--- src/design/wmo_pkg.sv ---
// Shared types, constants and the interpolation function of the oscillator.
// No dependencies.
package wmo_pkg;

   localparam int FRAME_COUNT_DEF = 64;
   localparam int FRAME_SIZE_DEF  = 256;

   localparam int OP_W    = 1;
   localparam int LADDR_W = 14;
   localparam int SMP_W   = 16;
   localparam int LEVEL_W = 16;

   localparam int CSR_ADDR_W = 5;
   localparam int CSR_DATA_W = 32;
   localparam int REG_IDX_W  = 3;

   localparam logic [OP_W-1:0] OP_TICK = 1'b0;
   localparam logic [OP_W-1:0] OP_LOAD = 1'b1;

   localparam logic [REG_IDX_W-1:0] REG_ENABLE     = 3'd0;
   localparam logic [REG_IDX_W-1:0] REG_PHASE_INC  = 3'd1;
   localparam logic [REG_IDX_W-1:0] REG_TABLE_POS  = 3'd2;
   localparam logic [REG_IDX_W-1:0] REG_MOD_DEPTH  = 3'd3;
   localparam logic [REG_IDX_W-1:0] REG_VOICE_GAIN = 3'd4;

   localparam logic [1:0] RD_A0 = 2'd0;
   localparam logic [1:0] RD_A1 = 2'd1;
   localparam logic [1:0] RD_B0 = 2'd2;
   localparam logic [1:0] RD_B1 = 2'd3;

   localparam logic [1:0] LERP_F0  = 2'd0;
   localparam logic [1:0] LERP_F1  = 2'd1;
   localparam logic [1:0] LERP_MIX = 2'd2;

   typedef struct packed {
      logic        enable;
      logic [31:0] phase_increment;
      logic [15:0] table_position;
      logic [15:0] mod_depth;
      logic [15:0] voice_gain;
   } cfg_type;

   typedef struct packed {
      logic       load_wr;
      logic       tick_start;
      logic       zero;
      logic       idx;
      logic       base;
      logic       rd_en;
      logic [1:0] rd_sel;
      logic       cap;
      logic       lerp_en;
      logic [1:0] lerp_sel;
      logic       mul1;
      logic       mul2;
      logic       sat;
      logic       out_load;
   } cmd_type;

   // a + round((b - a) * frac / 65536), half toward plus infinity
   function automatic logic signed [15:0] lerp16(input logic signed [15:0] a,
                                                 input logic signed [15:0] b,
                                                 input logic [15:0] frac);
      logic signed [16:0] diff;
      logic signed [34:0] prod;
      logic signed [18:0] step;
      logic signed [17:0] sum;
      diff = $signed({b[15], b}) - $signed({a[15], a});
      prod = 35'(diff) * 35'($signed({1'b0, frac})) + 35'sd32768;
      step = 19'(prod >>> 16);
      sum  = 18'(a) + 18'(step);
      return sum[15:0];
   endfunction

endpackage

--- src/design/wmo_csr.sv ---
// APB-style register file holding the oscillator configuration.
// Depends on wmo_pkg.
module wmo_csr (
   input  logic                            clock,
   input  logic                            reset,
   input  logic                            csr_psel,
   input  logic                            csr_penable,
   input  logic                            csr_pwrite,
   input  logic [wmo_pkg::CSR_ADDR_W-1:0]  csr_paddr,
   input  logic [wmo_pkg::CSR_DATA_W-1:0]  csr_pwdata,
   output logic [wmo_pkg::CSR_DATA_W-1:0]  csr_prdata,
   output logic                            csr_pready,
   output wmo_pkg::cfg_type                cfg
);
   import wmo_pkg::*;

   cfg_type                cfg_ff, cfg_in;
   logic                   wr;
   logic [REG_IDX_W-1:0]   idx;

   assign wr         = csr_psel & csr_penable & csr_pwrite;
   assign idx        = csr_paddr[CSR_ADDR_W-1:2];
   assign csr_pready = 1'b1;
   assign cfg        = cfg_ff;

   always_comb begin
      cfg_in = cfg_ff;
      if (wr) begin
         case (idx)
            REG_ENABLE:     cfg_in.enable          = csr_pwdata[0];
            REG_PHASE_INC:  cfg_in.phase_increment = csr_pwdata;
            REG_TABLE_POS:  cfg_in.table_position  = csr_pwdata[15:0];
            REG_MOD_DEPTH:  cfg_in.mod_depth       = csr_pwdata[15:0];
            REG_VOICE_GAIN: cfg_in.voice_gain      = csr_pwdata[15:0];
            default:        cfg_in = cfg_ff;
         endcase
      end
   end

   always_comb begin
      case (idx)
         REG_ENABLE:     csr_prdata = {31'd0, cfg_ff.enable};
         REG_PHASE_INC:  csr_prdata = cfg_ff.phase_increment;
         REG_TABLE_POS:  csr_prdata = {16'd0, cfg_ff.table_position};
         REG_MOD_DEPTH:  csr_prdata = {16'd0, cfg_ff.mod_depth};
         REG_VOICE_GAIN: csr_prdata = {16'd0, cfg_ff.voice_gain};
         default:        csr_prdata = '0;
      endcase
   end

   always_ff @(posedge clock) begin
      if (reset) begin
         cfg_ff <= '0;
      end else begin
         cfg_ff <= cfg_in;
      end
   end
endmodule

--- config.mk ---
export PLATFORM = sky130hd
export DESIGN_NAME = wmo_csr
export DESIGN_NICKNAME = d
export VERILOG_FILES = /design/src/design/wmo_pkg.sv /design/src/design/wmo_csr.sv
export SDC_FILE = /design/constraint.sdc
export NUM_CORES = 1
export LEC_CHECK = 0
export ABC_AREA = 0
export BUFFER_PORTS_ARGS = -buffer_cell sky130_fd_sc_hd__buf_2
export CELL_PAD_IN_SITES_DETAIL_PLACEMENT = 0
export CELL_PAD_IN_SITES_GLOBAL_PLACEMENT = 1
export CORE_MARGIN = 8
export CORE_UTILIZATION = 32
export DETAILED_ROUTE_END_ITERATION = 10
export GPL_TIMING_DRIVEN = 0
export PLACE_DENSITY = 0.8
export SETUP_SLACK_MARGIN = 0.3
export SYNTH_ARGS = -nofsm -noshare
export SYNTH_HDL_FRONTEND = slang
export SYNTH_SLANG_ARGS = --single-unit
--- constraint.sdc ---
create_clock -name clock -period 1.2 [get_ports clock]
set_clock_uncertainty 0.1 [all_clocks]
set_input_delay 0.06 -clock clock [delete_from_list [all_inputs] [get_ports clock]]
set_output_delay 0.06 -clock clock [all_outputs]
set_load 0.005 [all_outputs]
======== Word-level counts from Yosys, hierarchy flattened ========
Cells that the tools add are included.
cells by class
  add/subtract/negate cells ............... 0
  $mul .................................... 0
  divide/modulo/power cells ............... 0
  order comparisons ....................... 0
  equality and inequality tests ........... 4
  shifts and indexed selects .............. 0
  multiplexer cells ....................... 1
  bitwise logic cells ..................... 2
  reductions and logical operators ........ 6
operator list
  operator            number
  $pmux 32 s5         1
  $reduce_and 2->1    5
  $eq 3x2->1 const B  2
  $eq 3x1->1 const B  1
  $eq 3x3->1 const B  1
  $logic_not 3->1     1
  $and 1x1->1         2
storage, ports and cells
  register bits after elaboration ......... 81
  latch bits .............................. 0
  RAM bits ................................ 0
  memory bits (read-only) ................. 0
  logic and storage cells ................. 18
  memories ................................ 0

======== Longest topological paths before layout ========
  depth in word-level cells ............... 3
  depth in mapped cells ................... 6
  depth with buffers taken out ............ 3

======== Least setup slack after synthesis ========
Ideal clock, no wire load.
  path type ............................... in2out
  start ................................... input csr_paddr[3] in the netlist's numbering
  end ..................................... output csr_prdata[10] in the netlist's numbering
  data arrival time ....................... 1.106 ns
  required time ........................... 1.040 ns
  setup slack ............................. -0.066 ns
  cell stages on the path ................. 6
  path buffers ............................ 3
  cell sequence ........................... buf_4 and3b_1 buf_6 buf_6 a22o_1 a221o_1
on the way
  word-level cells in the longest chain between the ends .. 2
ends and longest elaborated chain
  item                                      RTL line       source
  from (decl)                               wmo_csr.sv:9   input logic [wmo_pkg::CSR_ADDR_W-1:0] csr_paddr,
  $eq 3x3->1, or another cell as far along  wmo_csr.sv:41  case (idx)
  $pmux 32 s5 (*)                           wmo_csr.sv:41
  to (decl)                                 wmo_csr.sv:11  output logic [wmo_pkg::CSR_DATA_W-1:0] csr_prdata,
Mark *: on every way between the ends. The rest lies on a longest branch, timed or not.

======== Final worst setup path ========
  start ................................... register cfg_ff (netlist bit cfg[31])
  end ..................................... output csr_prdata[15] in the netlist's numbering
on the way
  word-level cells in the longest chain between the ends .. 1
ends and longest elaborated chain
  item                    RTL line       source
  from (decl)             wmo_csr.sv:17  cfg_type cfg_ff, cfg_in;
  from (signal assigned)  wmo_csr.sv:55  cfg_ff <= cfg_in;
  $pmux 32 s5             wmo_csr.sv:41
No other way between the ends.

==> reports/results.ini <==
[route]
routed_wl_um=16700
avgViaCountPerCell=4.84
antenna_left=0
route.detailed.drc=0
drt_iter0_markers=213
wl_per_cell_um=20.9
firstDrtPassIters=4
dr_total_vias=3874

[timing]
slew_violations=0
max-slew-margin-rel_pct=53.1
finalSetupViolations=33
tightest_slew_ps=704
whs_ps=-39.2
post-route-period-util_pct=121
min_period_ps=1450
max_freq_ghz=0.689
final.setup.worst_slack_ps=-251
rsz0062_at_grt=true
finalHoldViolations=1

[worst_setup_path]
crit_start=cfg[31]
critPathMaxFanout=2
critPathCaptureType=output port
rr_startpoint=cfg[19]
required_ps=1040
startpoint_type=flip-flop
cp_data_arrival_time_ps=1290
r2r_end=cfg[19]
critPathKind=reg -> out
worstRegToRegCells=5
reg2reg_slack_ps=200

[clock_network]
insertion_delay_ps=330
cts_tree=yes
htree_levels=3
numCtsBuffers=9
cts_buffer_depth=2
clk_pin_slew_ps=60
cts_root_buffer=clkbuf_16
hold_buffers=31
cts_sinks=81

[cells_and_area]
postLayoutCoreUtil_pct=61.5
drive_gt1_share_pct=58.7
nets=691
most-common-layout-cells=buf_6 (128), nand2b_1 (108), mux2i_1 (83), dfxtp_2 (74), buf_2 (72)
area_growth_pct=90.0
largest_reg_flops=81
final_area_um2=7300
layout_commonest_cell=buf_6
diodes=0

[global_routing]
antenna_found_initial=0
grt_pass1_wl_um=23700
grt_overflow=0
first_global_vias=4028
grt_usage_pct=19.5
grt_max_degree=13

[synthesis]
yosys_warnings=0
synth_area_per_cell_um2=10.3
synthCells=372
synth_seq_cells=81
synth_nets=414
yosysSeqAreaShare_pct=42.2
synth_cell_types=23
synth_area_um2=3840

[placed_design]
dpl_cell_area_um2=4830
numPortBuffers=150
dp_hpwl_um=9930
gp_congestion=0.749

[floorplan]
fp.dieH_um=126
die_w_um=126
initial_utilization_pct=32.4
rows=40
coreArea_um2=11900
dieArea_um2=15800
num_io_pins=156

[worst_hold_path]
hp-class=in -> reg
hold_path_end=cfg[80]
hold_depth=4
min_from=csr_paddr[4]

[pwr]
p_leak_nw=3.53
pwr_density_cell_nw_per_um2=829
peakVddDrop_mv=0.477

[run_status]
status=finished, violations left
violations=hold timing, setup timing

[run]
cap_violations=0

## critical path, stage by stage (launching register included)
cell and delay, ps:
dfxtp_2 330, a22o_1 210, a221o_1 270, buf_2 140
## report_power, final
group / leakage, nW / total, W / internal, W / switching [W]
registers: 0.696 / 0.00272 / 0.00270 / 0.0000185
clock network: 0.144 / 0.00263 / 0.00155 / 0.00108
logic: 2.69 / 0.000703 / 0.000400 / 0.000303
## timing repair
action / 4_1_cts / 5_1_grt
gates resized for setup: 214 / 78
buffers inserted: 48 / 29
cloned: 8 / 0
pin swaps: 28 / 9
setup endpoints to repair: 181 / 193
hold endpoints to repair: 71 / 1
## how the worst max path moves through the flow
stage / endpoint / slack [ps] / depth (start not counted)
5_1_grt: csr_prdata[1] / -290 / 3
6_report: csr_prdata[15] / -250 / 3
4_1_cts: csr_prdata[1] / -260 / 3
3_5_place_dp: csr_prdata[1] / -780 / 6
3_3_place_gp: csr_prdata[15] / -760 / 6
2_1_floorplan: cfg[48] / -2 / 6
## cells in the mapped netlist
library cell  count  share of area (%)
nand2b_1        115                 19
mux2i_1          83                 22
dfxtp_1          81                 42
and2_1           17                2.8
clkbuf_1         16                1.6
a221o_1          15                3.9
a22o_1           15                3.4
buf_6             6                1.8
buf_2             5               0.65
buf_4             4               0.78
nand2_1           2               0.20
nor2_1            2               0.20
and3b_1           1               0.23
and4_1            1               0.23
and4b_1           1               0.26
conb_1            1              0.098
nand2_2           1               0.16
nand3b_1          1               0.20
nor2b_1           1               0.16
nor3b_2           1               0.33
o21a_1            1               0.20
o21ai_0           1               0.13
o22ai_1           1               0.16
## layer usage
metal / vias up / share of wire [%] / track usage [%]
met5: - / 0 / 0
met4: 0 / 0.78 / 6.88
met3: 11 / 6.7 / 4.84
met2: 147 / 51 / 33.8
met1: 1886 / 42 / 22.8
li1: 1830 / - / -
## logic make-up after synthesis
group	count (synthesis)	synth area share (%)
AND/OR/NAND/NOR	143	23.5
multiplexers	83	21.6
flip-flops	81	42.2
AO/OA/AOI/OAI	33	7.82
buffers and inverters	31	4.76
other	1	0.0977
## cell type report
type                    instances  area, µm²
flip-flops and latches         81       1740
well taps                     147        184
multi-input cells             260       2160
clock buffers                  12        267
fillers                       936       4570
plain buffers                  31        339
repair buffers                266       2600
clock inverters                 3       15.0
## metrics by stage
step	std cells	setup WS [ps]	hold WS, ps	power [W]	setup TNS, ps
global route	800	-285	-37.7	0.00627	-6400
CTS	771	-262	-60.9	0.00606	-3480
floorplan	372	-1.67	115	0.00301	-48.5
detailed placement	669	-776	230	0.00321	-27420
finish	800	-251	-39.2	0.00605	-5160
global placement	669	-758	227	0.00321	-27820
Note: power is estimated with default switching activity, not from simulation.
