`config.mk`:
```
export PLATFORM = sky130hd
export DESIGN_NAME = wmo_ctrl
export DESIGN_NICKNAME = d
export VERILOG_FILES = /design/src/design/wmo_pkg.sv /design/src/design/wmo_ctrl.sv
export SDC_FILE = /design/constraint.sdc
export NUM_CORES = 1
export LEC_CHECK = 0
export ABC_CLOCK_PERIOD_IN_PS = 1600
export BUFFER_PORTS_ARGS = -buffer_cell sky130_fd_sc_hd__buf_2
export CAP_MARGIN = 10
export CORE_AREA = 2 2 39 41
export DETAILED_ROUTE_END_ITERATION = 7
export DIE_AREA = 0 0 41 43
export SYNTH_ARGS = -nofsm -noshare
export SYNTH_HDL_FRONTEND = slang
export SYNTH_SLANG_ARGS = --single-unit
export TNS_END_PERCENT = 30
```
`constraint.sdc`:
```
create_clock -name clock -period 1.6 [get_ports clock]
set_input_delay 0.32 -clock clock [delete_from_list [all_inputs] [get_ports clock]]
set_output_delay 0.32 -clock clock [all_outputs]
set_load 0.005 [all_outputs]
```
`src/design/wmo_pkg.sv`:
```
// Shared types, constants and the interpolation function of the oscillator.
// No dependencies.
package wmo_pkg;

   localparam int FRAME_COUNT_DEF = 64;
   localparam int FRAME_SIZE_DEF  = 256;

   localparam int OP_W    = 1;
   localparam int LADDR_W = 14;
   localparam int SMP_W   = 16;
   localparam int LEVEL_W = 16;

   localparam int CSR_ADDR_W = 5;
   localparam int CSR_DATA_W = 32;
   localparam int REG_IDX_W  = 3;

   localparam logic [OP_W-1:0] OP_TICK = 1'b0;
   localparam logic [OP_W-1:0] OP_LOAD = 1'b1;

   localparam logic [REG_IDX_W-1:0] REG_ENABLE     = 3'd0;
   localparam logic [REG_IDX_W-1:0] REG_PHASE_INC  = 3'd1;
   localparam logic [REG_IDX_W-1:0] REG_TABLE_POS  = 3'd2;
   localparam logic [REG_IDX_W-1:0] REG_MOD_DEPTH  = 3'd3;
   localparam logic [REG_IDX_W-1:0] REG_VOICE_GAIN = 3'd4;

   localparam logic [1:0] RD_A0 = 2'd0;
   localparam logic [1:0] RD_A1 = 2'd1;
   localparam logic [1:0] RD_B0 = 2'd2;
   localparam logic [1:0] RD_B1 = 2'd3;

   localparam logic [1:0] LERP_F0  = 2'd0;
   localparam logic [1:0] LERP_F1  = 2'd1;
   localparam logic [1:0] LERP_MIX = 2'd2;

   typedef struct packed {
      logic        enable;
      logic [31:0] phase_increment;
      logic [15:0] table_position;
      logic [15:0] mod_depth;
      logic [15:0] voice_gain;
   } cfg_type;

   typedef struct packed {
      logic       load_wr;
      logic       tick_start;
      logic       zero;
      logic       idx;
      logic       base;
      logic       rd_en;
      logic [1:0] rd_sel;
      logic       cap;
      logic       lerp_en;
      logic [1:0] lerp_sel;
      logic       mul1;
      logic       mul2;
      logic       sat;
      logic       out_load;
   } cmd_type;

   // a + round((b - a) * frac / 65536), half toward plus infinity
   function automatic logic signed [15:0] lerp16(input logic signed [15:0] a,
                                                 input logic signed [15:0] b,
                                                 input logic [15:0] frac);
      logic signed [16:0] diff;
      logic signed [34:0] prod;
      logic signed [18:0] step;
      logic signed [17:0] sum;
      diff = $signed({b[15], b}) - $signed({a[15], a});
      prod = 35'(diff) * 35'($signed({1'b0, frac})) + 35'sd32768;
      step = 19'(prod >>> 16);
      sum  = 18'(a) + 18'(step);
      return sum[15:0];
   endfunction

endpackage

```
`src/design/wmo_ctrl.sv`:
```
// Sequencer for the oscillator: handshakes and datapath commands.
// Depends on wmo_pkg.
module wmo_ctrl (
   input  logic                     clock,
   input  logic                     reset,
   input  logic                     req_valid,
   input  logic [wmo_pkg::OP_W-1:0] req_operation,
   output logic                     req_ready,
   input  logic                     enable,
   output logic                     rsp_valid,
   input  logic                     rsp_ready,
   output wmo_pkg::cmd_type         cmd
);
   import wmo_pkg::*;

   localparam logic [3:0] ST_IDLE = 4'd0;
   localparam logic [3:0] ST_IDX  = 4'd1;
   localparam logic [3:0] ST_BASE = 4'd2;
   localparam logic [3:0] ST_RD0  = 4'd3;
   localparam logic [3:0] ST_RD1  = 4'd4;
   localparam logic [3:0] ST_RD2  = 4'd5;
   localparam logic [3:0] ST_RD3  = 4'd6;
   localparam logic [3:0] ST_CAP  = 4'd7;
   localparam logic [3:0] ST_LRPA = 4'd8;
   localparam logic [3:0] ST_LRPB = 4'd9;
   localparam logic [3:0] ST_LRPC = 4'd10;
   localparam logic [3:0] ST_MUL1 = 4'd11;
   localparam logic [3:0] ST_MUL2 = 4'd12;
   localparam logic [3:0] ST_SAT  = 4'd13;
   localparam logic [3:0] ST_OUT  = 4'd14;

   logic [3:0] state_ff, state_in;
   logic       rsp_valid_ff, rsp_valid_in;
   logic       accept;

   assign req_ready = (state_ff == ST_IDLE);
   assign accept    = req_valid & req_ready;
   assign rsp_valid = rsp_valid_ff;

   always_comb begin
      state_in = state_ff;
      cmd      = '0;
      case (state_ff)
         ST_IDLE: begin
            if (accept) begin
               if (req_operation == OP_LOAD) begin
                  cmd.load_wr = 1'b1;
               end else if (enable) begin
                  cmd.tick_start = 1'b1;
                  state_in       = ST_IDX;
               end else begin
                  cmd.zero = 1'b1;
                  state_in = ST_OUT;
               end
            end
         end
         ST_IDX: begin
            cmd.idx  = 1'b1;
            state_in = ST_BASE;
         end
         ST_BASE: begin
            cmd.base = 1'b1;
            state_in = ST_RD0;
         end
         ST_RD0: begin
            cmd.rd_en  = 1'b1;
            cmd.rd_sel = RD_A0;
            state_in   = ST_RD1;
         end
         ST_RD1: begin
            cmd.rd_en  = 1'b1;
            cmd.rd_sel = RD_A1;
            cmd.cap    = 1'b1;
            state_in   = ST_RD2;
         end
         ST_RD2: begin
            cmd.rd_en  = 1'b1;
            cmd.rd_sel = RD_B0;
            cmd.cap    = 1'b1;
            state_in   = ST_RD3;
         end
         ST_RD3: begin
            cmd.rd_en  = 1'b1;
            cmd.rd_sel = RD_B1;
            cmd.cap    = 1'b1;
            state_in   = ST_CAP;
         end
         ST_CAP: begin
            cmd.cap  = 1'b1;
            state_in = ST_LRPA;
         end
         ST_LRPA: begin
            cmd.lerp_en  = 1'b1;
            cmd.lerp_sel = LERP_F0;
            state_in     = ST_LRPB;
         end
         ST_LRPB: begin
            cmd.lerp_en  = 1'b1;
            cmd.lerp_sel = LERP_F1;
            state_in     = ST_LRPC;
         end
         ST_LRPC: begin
            cmd.lerp_en  = 1'b1;
            cmd.lerp_sel = LERP_MIX;
            state_in     = ST_MUL1;
         end
         ST_MUL1: begin
            cmd.mul1 = 1'b1;
            state_in = ST_MUL2;
         end
         ST_MUL2: begin
            cmd.mul2 = 1'b1;
            state_in = ST_SAT;
         end
         ST_SAT: begin
            cmd.sat  = 1'b1;
            state_in = ST_OUT;
         end
         ST_OUT: begin
            if (!rsp_valid_ff || rsp_ready) begin
               cmd.out_load = 1'b1;
               state_in     = ST_IDLE;
            end
         end
         default: state_in = ST_IDLE;
      endcase
   end

   always_comb begin
      rsp_valid_in = rsp_valid_ff;
      if (rsp_valid_ff && rsp_ready) begin
         rsp_valid_in = 1'b0;
      end
      if (cmd.out_load) begin
         rsp_valid_in = 1'b1;
      end
   end

   always_ff @(posedge clock) begin
      if (reset) begin
         state_ff     <= ST_IDLE;
         rsp_valid_ff <= 1'b0;
      end else begin
         state_ff     <= state_in;
         rsp_valid_ff <= rsp_valid_in;
      end
   end
endmodule

```
After elaboration in Yosys (flattened, before gate mapping)
Cells that the tools add are included.
- register bits: 5
- bits in latches: 0
- memory bits (writable): 0
- bits in read-only memories: 0
- input bits: 6
- output and inout bits: 18
- word-level logic and storage cells: 50
- memories: 0
- add/sub/neg operators: 0
- $mul: 0
- divide/modulo/power cells: 0
- $lt $le $gt $ge: 0
- equal/unequal tests: 17
- shift-type cells: 0
- mux-type cells: 23
- bitwise operators: 1
- reduce and logical (&&, ||, !) cells: 7
- operators by type and width (cell ; count):
    $pmux W4 S15 ; 1
    $eq A4 B4 Y1 const B ; 7
    $eq A4 B3 Y1 const B ; 4
    $mux W4 ; 4
    $mux W1 ; 13
    $pmux W3 S4 ; 1
    $pmux W3 S3 ; 1
    $eq A4 B2 Y1 const B ; 2
    $mux W3 ; 2
    $eq A4 B1 Y1 const B ; 1
    $logic_not A4 Y1 ; 1
    $ne A2 B2 Y1 const B ; 2
    $reduce_or A4 Y1 ; 1
    $reduce_and A3 Y1 ; 1
    $mux W2 ; 1
    $ne A2 B1 Y1 const B ; 1
    $reduce_bool A2 Y1 ; 1
    $and A1 B1 Y1 ; 1
    $logic_and A1 B1 Y1 ; 1
    $logic_not A1 Y1 ; 1
    $logic_or A1 B1 Y1 ; 1

Depth between registers and ports, before layout
- depth after elaboration: 5
- depth in mapped cells: 5

Worst setup path after synthesis
No wires, ideal clock.
- kind: flip-flop to output port
- start: register state_ff[3]
- end: output cmd[14] (netlist name)
- arrival time: 1.058 ns
- data required time: 1.280 ns
- setup slack: 0.222 ns
- stages on the path, launching flop included: 4
- buffers on the path: 0
- cell sequence: dfxtp_1 nor4_2 nand2_1 nor3b_1
- RTL lines (item ; line ; source):
    from (decl) ; wmo_ctrl.sv:32 ; logic [3:0] state_ff, state_in;
    from (signal assigned) ; wmo_ctrl.sv:144 ; state_ff <= state_in;
    to (decl) ; wmo_ctrl.sv:12 ; output wmo_pkg::cmd_type cmd

==> results.yml <==
outcome:
  status: "finished, violations left"
  failing_checks: "negative setup slack"
detailed_routing:
  antenna_violating_nets_post_route: 0
  drt_iter0_drc: 7
  routed_via_density: 5.20
  routed_wire_length_per_instance_um: 11.1
  routed_wirelength_mm: 1.21
  number_of_remaining_drc_errors: 0
  drt-pass1-iter-count: 4
  detailroute.via_count: 567
flow_run:
  max_cap_violations: 0
global_route:
  grt-busiest-layer: "met2"
  grt_antenna_before_repair: 0
  globalRoute.totalOverflow: 0
  number_of_global_route_vias_before_repair: 438
  grt_start_max_net_pins: 15
  grt_util_met1_pct: 18.1
  globalRouteMet2Util_pct: 22.2
  gr-usage-all-layers_pct: 14.0
  grt_use_met3_pct: 1.57
  grt_first_pass_wirelength_mm: 1.75
setup_path:
  worstReg2RegStart: "state_ff[0]"
  cp_capture_type: "primary output"
  reg2reg_to: "state_ff[3]"
  reg2reg_depth: 5
  setup.worst_path.class: "reg -> out"
  crit_required_ns: 1.28
  worst-path-max-fanout: 3
  timing.critical_path.arrival_ns: 1.31
  rrSetupSlack_ns: 0.14
  worstSetupStartpointType: "flop"
pwr:
  areal_power_density_over_the_cells_mw_per_mm2: 1870
  ir_drop_uv: 740
  totalPowerFinal_mw: 1.27
  net_load_switching_power_mw: 0.547
  seqPwrFrac_pct: 22.7
  power.share.clock_pct: 11.5
  switching_share_pct: 43.1
  power_report.internal_total_mw: 0.721
  combPwrFrac_pct: 65.9
  total_leakage_power_nw: 0.343
layout:
  final_layout_size_suffix_gt1_share_pct: 48.4
  layout.nets: 100
  n_fill_cell: 147
  n_antenna_cell: 0
  area_delta_synth_final_pct: 56.9
logic_synthesis:
  postSynthRegisterBits: 5
  synth-edff-count: 0
  fraction_of_registers_with_async_set_reset_pct: 0
  yosysUniqueCellTypes: 29
  ys_top_cells_by_area: "sky130_fd_sc_hd__dfxtp_1 (23%), sky130_fd_sc_hd__nand2b_1 (8.7%), sky130_fd_sc_hd__a21oi_1 (6.9%)"
  yosysTopAreaCellShare_pct: 23.1
  synth.yosys.warnings: 0
  synth-seq-area-share_pct: 23.1
  most_frequent_cell_after_synthesis: "sky130_fd_sc_hd__nor2_1"
  synth.avg_cell_area_um2: 6.76
  cells_after_synth: 64
  mappedNetlistNets: 70
  yosys_most_used_dff: "sky130_fd_sc_hd__dfxtp_1"
  synthTopCellsByCount: "sky130_fd_sc_hd__nor2_1 (8), sky130_fd_sc_hd__a21oi_1 (6), sky130_fd_sc_hd__nand2_1 (6), sky130_fd_sc_hd__nand2b_1 (6)"
  post_synth_instance_area_um2: 433
  synthDominantAreaCellType: "sky130_fd_sc_hd__dfxtp_1"
sta:
  rsz0062_at_grt: "true"
  slew_headroom_pct: 80.3
  hold_violations_final: 0
  worst_pin_slew_ns: 0.294
  final_min_period_over_clock_period_pct: 102
  timing.fmax_mhz: 614
  setup-violations-final: 3
  postLayoutSetupSlackWorst_ns: -0.0294
  finalCriticalPeriod_ns: 1.63
  finClkSkew_ns: 0.00588
  timing_max_transition_violations_final: 0
clock_network:
  clockBufferDepth: 2
  tritoncts: "built"
  clk-insertion-delay-late_ns: 0.24
  clock_sink_count: 5
  numCtsBuffers: 3
  cts.clk_slew.worst_paths_ns: 0.05
  h-tree-depth: 1
  ctsRootBufferMaster: "sky130_fd_sc_hd__clkbuf_4"
min_path:
  min_from: "reset"
  holdCritPathClass: "in -> reg"
  hold_path_depth: 2
  hold-path-endpoint: "state_ff[1]"
place:
  dpl_worst_slack_ns: 0.0631
  finalWeightedCongestion: 0.751
  placement.io_buffers: 23
  dpl.hpwl_um: 775
floorplanning:
  io_pins: 24
  num_rows: 14
  initial_core_util_pct: 31.3
  die_height_um: 43
  core_region_area_mm2: 0.00138
  die_area_mm2: 0.00176
  die_w_um: 41
==> power by group through the flow <==
stage	logic [mW]	clock network, mW	registers [mW]
2_1_floorplan	0.458	0	0.226
5_1_grt	0.927	0.160	0.299
3_5_place_dp	0.630	0	0.273
3_3_place_gp	0.625	0	0.273
6_report	0.835	0.145	0.288
4_1_cts	0.725	0.152	0.273
==> layer usage <==
layer	up-vias	share of wire [%]
met5	-	0
met4	0	1.5
met3	2	6.5
met2	22	50
met1	261	42
li1	282	-
==> flip-flops by register name, indices dropped and copies added, names as in the netlist <==
name / flops
rsp_valid: 1
state_ff: 4
==> critical path: stages (launching register included) <==
cell	delay (ns)
sky130_fd_sc_hd__dfxtp_4	0.35
sky130_fd_sc_hd__nor4_4	0.30
sky130_fd_sc_hd__buf_4	0.16
sky130_fd_sc_hd__and3_1	0.14
sky130_fd_sc_hd__buf_2	0.10
==> what timing repair did <==
action | in CTS | in global routing
gates resized for setup | 7 | 9
setup buffers | 3 | 1
hold buffers | 0 | 0
pin swaps | 2 | 2
setup endpoints to repair | 12 | 8
==> through the flow <==
step	instances	hold slack [ns]	setup TNS [ns]	cell area (um^2)	util, %
2_1_floorplan	64	0.389	0	433	-
3_3_place_gp	101	0.493	0	566	40.9
3_5_place_dp	101	0.503	0	566	40.9
4_1_cts	108	0.280	-0.0452	637	46.0
5_1_grt	109	0.294	-0.290	679	49.1
6_report	109	0.290	-0.0502	679	49.1
==> worst max path at each step <==
stage / startpoint / endpoint / depth (start not counted) / slack (ns)
finish: state_ff[0] / cmd[15] / 4 / -0.03
floorplan: state_ff[3] / cmd[14] / 3 / 0.22
global route: state_ff[0] / cmd[15] / 4 / -0.08
global placement: state_ff[1] / cmd[14] / 4 / 0.12
CTS: state_ff[0] / cmd[14] / 4 / -0.03
detailed placement: state_ff[1] / cmd[14] / 4 / 0.06
==> cell usage in the layout, fill, tap and decap left out, drive strengths merged <==
| cell type | netlist | final |
|---|---|---|
| a21oi | 6 | 6 |
| a311o | 1 | 1 |
| a31oi | 1 | 1 |
| a41o | 1 | 1 |
| and3 | 1 | 1 |
| and3b | 1 | 1 |
| buf | 3 | 30 |
| clkbuf | 2 | 4 |
| dfxtp | 5 | 5 |
| inv | 2 | 2 |
| nand2 | 6 | 6 |
| nand2b | 6 | 6 |
| nand3 | 1 | 1 |
| nand4b | 1 | 1 |
| nor2 | 8 | 8 |
| nor2b | 1 | 1 |
| nor3 | 5 | 5 |
| nor3b | 2 | 2 |
| nor4 | 2 | 2 |
| o21ai | 4 | 4 |
| o21ba | 1 | 1 |
| or2 | 1 | 1 |
| or3 | 1 | 1 |
| or3b | 1 | 1 |
| xor2 | 1 | 1 |
==> final cells by class <==
cell class | instances | area, um^2 | share of cell area, %
Multi-Input combinational cell | 52 | 337 | 49.5
Timing Repair Buffer | 30 | 179 | 26.3
Sequential cell | 5 | 110 | 16.2
Clock buffer | 4 | 26.3 | 3.87
Tap cell | 16 | 20.0 | 2.95
Inverter | 2 | 7.51 | 1.10
==> cell families after synthesis <==
kind of cell	Yosys count	synth area share, %
AO/OA/AOI/OAI	14	19.9
XOR/XNOR	1	2.02
buffers and inverters	7	7.51
flip-flops	5	23.1
AND/OR/NAND/NOR	37	47.4
No activity file was read; power rests on OpenSTA's default activity.
